## config.mk

```make
export PLATFORM = sky130hd
export DESIGN_NAME = rvx_div
export DESIGN_NICKNAME = d
export VERILOG_FILES = /design/src/assert_macros.svh /design/src/rvx_pkg.sv /design/src/rvx_div.sv
export SDC_FILE = /design/constraint.sdc
export NUM_CORES = 2
export LEC_CHECK = 0
export BUFFER_PORTS_ARGS = -buffer_cell sky130_fd_sc_hd__buf_2
export CORE_MARGIN = 2
export CORE_UTILIZATION = 32
export DETAILED_ROUTE_END_ITERATION = 16
export SYNTH_ARGS = -nofsm -noshare
export SYNTH_HDL_FRONTEND = slang
export SYNTH_SLANG_ARGS = --single-unit
export TNS_END_PERCENT = 10
```

## constraint.sdc

```tcl
create_clock -name clk -period 4 [get_ports clk]
set_clock_uncertainty 0.05 [all_clocks]
set_input_delay 1 -clock clk [delete_from_list [all_inputs] [get_ports clk]]
set_output_delay 1 -clock clk [all_outputs]
set_load 0.1 [all_outputs]
```

## src/assert_macros.svh

```systemverilog
// ----------------------------------------------------------------------------
// assert_macros.svh
// Assertion helpers shared by the RTL; define ASSERT_OFF to drop them.
// ----------------------------------------------------------------------------
`ifndef ASSERT_MACROS_SVH
`define ASSERT_MACROS_SVH
`ifndef ASSERT_OFF
// property must hold at every clock edge out of reset
`define ASSERT_AT(lbl, clk, rst_n, prop) \
  lbl: assert property (@(posedge clk) disable iff (!rst_n) (prop)) \
    else $error("assertion failed");
// expression must never be true out of reset
`define ASSERT_NEVER(lbl, clk, rst_n, expr) \
  lbl: assert property (@(posedge clk) disable iff (!rst_n) !(expr)) \
    else $error("assertion failed");
`else
`define ASSERT_AT(lbl, clk, rst_n, prop)
`define ASSERT_NEVER(lbl, clk, rst_n, expr)
`endif
`endif

```

## src/rvx_pkg.sv

```systemverilog
// ----------------------------------------------------------------------------
// rvx_pkg
// Shared widths, opcodes, function codes and sideband types of the execute unit.
// ----------------------------------------------------------------------------
package rvx_pkg;

  localparam int XLEN = 32;
  // divider depth: one quotient bit per stage
  localparam int DIV_STAGES = XLEN;

  // major opcodes
  localparam logic [6:0] OP_R      = 7'h33;
  localparam logic [6:0] OP_IALU   = 7'h13;
  localparam logic [6:0] OP_LOAD   = 7'h03;
  localparam logic [6:0] OP_STORE  = 7'h23;
  localparam logic [6:0] OP_BRANCH = 7'h63;
  localparam logic [6:0] OP_JAL    = 7'h6F;
  localparam logic [6:0] OP_JALR   = 7'h67;
  localparam logic [6:0] OP_LUI    = 7'h37;
  localparam logic [6:0] OP_AUIPC  = 7'h17;

  // funct7 codes
  localparam logic [6:0] F7_BASE = 7'h00;
  localparam logic [6:0] F7_ALT  = 7'h20;
  localparam logic [6:0] F7_MUL  = 7'h01;

  // ALU funct3
  localparam logic [2:0] F3_ADD  = 3'd0;
  localparam logic [2:0] F3_SLL  = 3'd1;
  localparam logic [2:0] F3_SLT  = 3'd2;
  localparam logic [2:0] F3_SLTU = 3'd3;
  localparam logic [2:0] F3_XOR  = 3'd4;
  localparam logic [2:0] F3_SR   = 3'd5;
  localparam logic [2:0] F3_OR   = 3'd6;
  localparam logic [2:0] F3_AND  = 3'd7;

  // M-extension funct3
  localparam logic [2:0] F3_MUL    = 3'd0;
  localparam logic [2:0] F3_MULH   = 3'd1;
  localparam logic [2:0] F3_MULHSU = 3'd2;
  localparam logic [2:0] F3_MULHU  = 3'd3;
  localparam logic [2:0] F3_DIV    = 3'd4;
  localparam logic [2:0] F3_DIVU   = 3'd5;
  localparam logic [2:0] F3_REM    = 3'd6;
  localparam logic [2:0] F3_REMU   = 3'd7;

  // branch funct3
  localparam logic [2:0] F3_BEQ  = 3'd0;
  localparam logic [2:0] F3_BNE  = 3'd1;
  localparam logic [2:0] F3_BLT  = 3'd4;
  localparam logic [2:0] F3_BGE  = 3'd5;
  localparam logic [2:0] F3_BLTU = 3'd6;
  localparam logic [2:0] F3_BGEU = 3'd7;

  // which unit supplies the final result
  typedef enum logic [2:0] {
    K_PLAIN,
    K_MUL_LO,
    K_MUL_HI,
    K_DIV,
    K_REM
  } kind_t;

  // per-beat sideband carried alongside the divider
  typedef struct packed {
    logic [XLEN-1:0] res;
    logic            redir;
    logic [XLEN-1:0] tgt;
    kind_t           kind;
    logic            negq;
    logic            negr;
  } side_t;

endpackage

```

## src/rvx_div.sv

```systemverilog
// ----------------------------------------------------------------------------
// rvx_div
// Fully pipelined unsigned restoring divider, one quotient bit per stage.
// ----------------------------------------------------------------------------
module rvx_div #(
  parameter int W = rvx_pkg::XLEN
) (
  input  logic         clk,
  input  logic [W-1:0] dividend,
  input  logic [W-1:0] divisor,
  output logic [W-1:0] quotient,
  output logic [W-1:0] remainder
);

  // one shift-and-subtract per stage
  for (genvar k = 1; k <= W; k++) begin : g_stage
    logic [W-1:0] rem_p, quo_p, dvs_p;
    logic [W-1:0] rem_r, quo_r;
    logic [W:0]   shifted;
    logic [W:0]   diff;
    logic         ge;

    // stage one takes the operands straight from the ports
    if (k == 1) begin : g_first
      assign rem_p = '0;
      assign quo_p = dividend;
      assign dvs_p = divisor;
    end else begin : g_next
      assign rem_p = g_stage[k-1].rem_r;
      assign quo_p = g_stage[k-1].quo_r;
      assign dvs_p = g_stage[k-1].g_dvs.dvs_r;
    end

    assign shifted = {rem_p, quo_p[W-1]};
    assign diff    = shifted - {1'b0, dvs_p};
    assign ge      = ~diff[W];

    always_ff @(posedge clk) begin
      rem_r <= ge ? diff[W-1:0] : shifted[W-1:0];
      quo_r <= {quo_p[W-2:0], ge};
    end

    // divisor travels along with the beat; the last stage needs no copy
    if (k < W) begin : g_dvs
      logic [W-1:0] dvs_r;
      always_ff @(posedge clk) begin
        dvs_r <= dvs_p;
      end
    end
  end

  assign quotient  = g_stage[W].quo_r;
  assign remainder = g_stage[W].rem_r;

endmodule

```

==> impl_results.md <==
* Worst-case vdd ir drop at 0.896 mV
* Number of flops mapped to enable cells by yosys at 0
* Clock-pin slew on the worst setup and hold paths at 0.06 ns
* Number of standard cells after synthesis at 11.9k
* Weighted congestion reported at the end of routability-driven placement at 0.882
* Post-layout min period at 3.85 ns
* Placed cell count at 17.4k
* Die outline height at 626 um
* Combinational family with the most area after synthesis: compound AO/OA/AOI/OAI gates
* Fin. Hold Viols at 0
* Final routed DRC violation total at 0
* Highest net fanout along the worst path at 16
* Number of DRC violations after detailed-routing iteration 0 at 3521
* Initial core utilization at 32.1%
* H-tree depth reported by CTS at 5
* LEAKAGE at 66.2 nW
* First-pass GRT wire length at 408000 um
* All-layer global routing usage at 12.4%
* Max Fclk at 259 MHz
* Post-layout nets at 13.7k
* Number of global-route vias before repair at 83.2k
* Buffers from clock root to sink, at most at 4
* Setup-violating endpoint count in the final report at 0
* Warning count from the yosys run at 0
* RSZ-0062 raised after global routing: yes
* Root buffer cell: sky130_fd_sc_hd__clkbuf_16
* Number of buffer cells added on primary ports at 128
* Number of slew-limit violations in the final report at 0
* Via density at 4.60
* Leftover overflow at the end of global routing at 0
* Distinct cell type count after synthesis at 99
* Top cell type's share of synthesized area at 49.1%
* Post-synthesis xor/xnor area fraction at 5.98%
* Area of the mapped netlist at 0.124 mm2
* Type of destination of the critical path: flop
* Mean routed wirelength per cell at 13.9 um
* Initial antenna violation count at 2
* Pin count of the biggest net entering global routing at 66
* Largest cells by area after synthesis: sky130_fd_sc_hd__dfxtp_1 49%, sky130_fd_sc_hd__ha_1 10%, sky130_fd_sc_hd__mux2_2 6.5%
* Fraction of the mapped netlist area in adder cells at 10.5%
* Worst Hold Path EP: g_stage[1].quo_r[30]$_DFF_P_
* TritonCTS buffer count at 337
* CP Launch Type: flop
* Most common flop cell mapped by yosys: sky130_fd_sc_hd__dfxtp_1
* Slew at the pin closest to its max-slew limit at 0.773 ns
* Simple logic cell fraction of the synthesized area at 7.36%
* Worst-Skew Late Latency at 0.94 ns
* Critical hold path startpoint: dividend[29]
* Cell depth of the worst hold path at 1
* Reg-to-reg startpoint: g_stage[6].g_dvs.dvs_r[2]$_DFF_P_
* Num Clock Sinks at 3040
* Reg2Reg Depth at 16
* Hpwl dp at 188000 um
* TritonCTS clock tree: done
* Share of post-route cells with drive strength above 1 at 15.7%
* Path type of the worst setup path: reg2reg
* Portion of the post-synthesis area used by sequential elements at 49.1%
* # IOs at 129
* Util after Layout at 37.8%
* Slack of the worst reg-to-reg path at 0.15 ns
* Leading area contributor after synthesis: sky130_fd_sc_hd__dfxtp_1
* Final setup slack of the worst path at 0.145 ns
* Max-slew headroom at the worst pin at 47.1%
* Die Wd at 626 um
* Minimum setup slack after placement at -0.174 ns
* Kind of path behind the tightest hold check: in2reg
* Register bit total from synthesis at 3040
* Setup_tns at 0 ns
* Total wire length after detailed routing at 250000 um
* Async set or reset register ratio after synthesis at 0%
* Number of nets with antenna violations after routing at 0
* Power density relative to cell area at 1000 mW/mm2
* Number of optimization iterations in the first detailed-route pass at 6
* Max cap viols at 0
* Synth-to-Final Area Change at 17.8%
* Via count at 83.0k
* Die Area at 0.392 mm2
* Core area at 0.386 mm2
* Critical path data required time at 4.77 ns
* Compound-cell area share of the yosys netlist at 14.8%
* Hold Slack at 0.114 ns
* Post-layout instance count excluding filler cells at 18.0k
* Share of the cycle needed by the critical path after routing at 96.4%
* Mean post-synth cell area at 10.4 um2
* Endpoint of the worst register-to-register path: g_stage[7].rem_r[20]$_DFF_P_
* Placement Rows at 228
* Data arrival, critical path at 4.62 ns
* Outcome: finished, final reports clean
* Proportion of synthesized area in mux cells at 7.68%
cell usage after synthesis, types with 71 or more instances:
cell type,count
sky130_fd_sc_hd__a21o_1,396
sky130_fd_sc_hd__a21oi_1,837
sky130_fd_sc_hd__a31oi_1,84
sky130_fd_sc_hd__and3_1,71
sky130_fd_sc_hd__clkbuf_1,123
sky130_fd_sc_hd__dfxtp_1,3040
sky130_fd_sc_hd__ha_1,994
sky130_fd_sc_hd__inv_1,1213
sky130_fd_sc_hd__mux2_2,715
sky130_fd_sc_hd__mux2i_1,75
sky130_fd_sc_hd__nand2_1,580
sky130_fd_sc_hd__nand2b_1,120
sky130_fd_sc_hd__nand3_1,133
sky130_fd_sc_hd__nand4_1,110
sky130_fd_sc_hd__nor2_1,499
sky130_fd_sc_hd__nor2b_1,137
sky130_fd_sc_hd__nor3_1,99
sky130_fd_sc_hd__o211ai_1,74
sky130_fd_sc_hd__o21a_1,191
sky130_fd_sc_hd__o21ai_0,560
sky130_fd_sc_hd__o21bai_1,85
sky130_fd_sc_hd__xnor2_1,535
sky130_fd_sc_hd__xor2_1,293
stage by stage:
stage,area (um2),total power [mW]
finish,146000,146
global route,146000,157
CTS,145000,147
detailed placement,134000,114
global placement,134000,113
floorplan,124000,96.7
critical path, stage by stage (launching register included):
cell                        delay [ns]
sky130_fd_sc_hd__dfxtp_1          0.32
sky130_fd_sc_hd__inv_1            0.04
sky130_fd_sc_hd__ha_1             0.32
sky130_fd_sc_hd__nor2b_2          0.18
sky130_fd_sc_hd__o31a_1           0.35
sky130_fd_sc_hd__o211ai_1         0.29
sky130_fd_sc_hd__a21bo_2          0.24
sky130_fd_sc_hd__o21ai_2          0.09
sky130_fd_sc_hd__or3_4            0.35
sky130_fd_sc_hd__o2111ai_2        0.12
sky130_fd_sc_hd__a2bb2oi_2        0.22
sky130_fd_sc_hd__a31oi_1          0.10
sky130_fd_sc_hd__buf_4            0.17
sky130_fd_sc_hd__xnor2_4          0.19
sky130_fd_sc_hd__buf_12           0.15
sky130_fd_sc_hd__clkbuf_16        0.19
sky130_fd_sc_hd__mux2_2           0.34
placed cells by master (no fill, tap or decap), types with 61 or more instances in the layout:
cell                        synthesis  routed
sky130_fd_sc_hd__a31oi_1           84      78
sky130_fd_sc_hd__o21ai_0          560     554
sky130_fd_sc_hd__dfxtp_1         3040    3039
sky130_fd_sc_hd__nand2b_1         120     120
sky130_fd_sc_hd__nand2_1          580     580
sky130_fd_sc_hd__buf_2             58     128
sky130_fd_sc_hd__o211ai_1          74      74
sky130_fd_sc_hd__nor2b_1          137     129
sky130_fd_sc_hd__mux2_2           715     715
sky130_fd_sc_hd__o21a_1           191     190
sky130_fd_sc_hd__clkbuf_16          0     348
sky130_fd_sc_hd__clkbuf_1         123      65
sky130_fd_sc_hd__nor2_1           499     497
sky130_fd_sc_hd__ha_1             994     988
sky130_fd_sc_hd__a211oi_1          63      61
sky130_fd_sc_hd__a21oi_1          837     826
sky130_fd_sc_hd__a21o_1           396     395
sky130_fd_sc_hd__xnor2_1          535     524
sky130_fd_sc_hd__clkbuf_8           0      71
sky130_fd_sc_hd__mux2i_1           75      75
sky130_fd_sc_hd__buf_4             18     359
sky130_fd_sc_hd__inv_1           1213    1213
sky130_fd_sc_hd__nor3_1            99      98
sky130_fd_sc_hd__and3_1            71      71
sky130_fd_sc_hd__xor2_1           293     287
sky130_fd_sc_hd__nand3_1          133     133
sky130_fd_sc_hd__o21bai_1          85      85
sky130_fd_sc_hd__nand4_1          110     110
power breakdown:
group          total (mW)  internal, mW  switching, mW
clock                31.6          19.0           12.6
combinational        70.1          34.5           35.6
sequential           44.2          39.8           4.40
total                 146          93.2           52.6
worst max path at each step:
stage                                           start                            end  slack (ns)  depth (start not counted)
floorplan               g_stage[20].quo_r[31]$_DFF_P_  g_stage[21].rem_r[10]$_DFF_P_        0.43                         13
global placement        g_stage[11].quo_r[31]$_DFF_P_   g_stage[12].rem_r[2]$_DFF_P_       -0.18                         18
detailed placement      g_stage[11].quo_r[31]$_DFF_P_   g_stage[12].rem_r[7]$_DFF_P_       -0.17                         18
CTS                     g_stage[16].quo_r[31]$_DFF_P_  g_stage[17].rem_r[13]$_DFF_P_     0.00001                         16
global route             g_stage[6].quo_r[31]$_DFF_P_   g_stage[7].rem_r[30]$_DFF_P_       -0.05                         17
finish              g_stage[6].g_dvs.dvs_r[2]$_DFF_P_   g_stage[7].rem_r[20]$_DFF_P_        0.15                         16
metal layers:
layer	routed length, um	share of wire (%)	up-vias	GRT usage [%]
li1	-	-	42740	-
met1	105000	42	38524	13.7
met2	125000	50	1159	23.0
met3	8670	3.5	562	1.98
met4	11700	4.7	0	5.70
met5	0	0	-	0
registers in the layout, summed over array words and instances, names as in the netlist:
name and flops:
g_stage.g_dvs.dvs_r 960, g_stage.quo_r 960, g_stage.rem_r 960, g_stage.dvs_p 32, g_stage.quo_p 32, g_stage.rem_p 32, quotient 32, remainder 32
logic make-up after synthesis:
kind of cell / after synthesis
buf+inv: 1435
fa+ha+maj: 1025
flops: 3040
simple gates: 1919
other cells: 1
xor+xnor: 838
compound gates: 2823
mux: 844
final cells by class:
class | count | area, um2
diodes | 3 | 7.51
clock buffers | 478 | 9780
clock inverters | 136 | 1780
fillers | 37905 | 240000
inverters | 1215 | 4560
multi-input cells | 7464 | 58200
flip-flops and latches | 3040 | 60900
well taps | 5175 | 6470
repair buffers | 533 | 4280
repair_timing:
action                                  CTS  global route
endpoints found under the setup margin  206           768
hold buffers                              0             0
pin swaps                                 3            29
gates resized for setup                  11            91
hold endpoints to repair                  0             0
gates cloned                              1             7
buffers inserted                          3            11
Power figures use the tool's default switching activity.
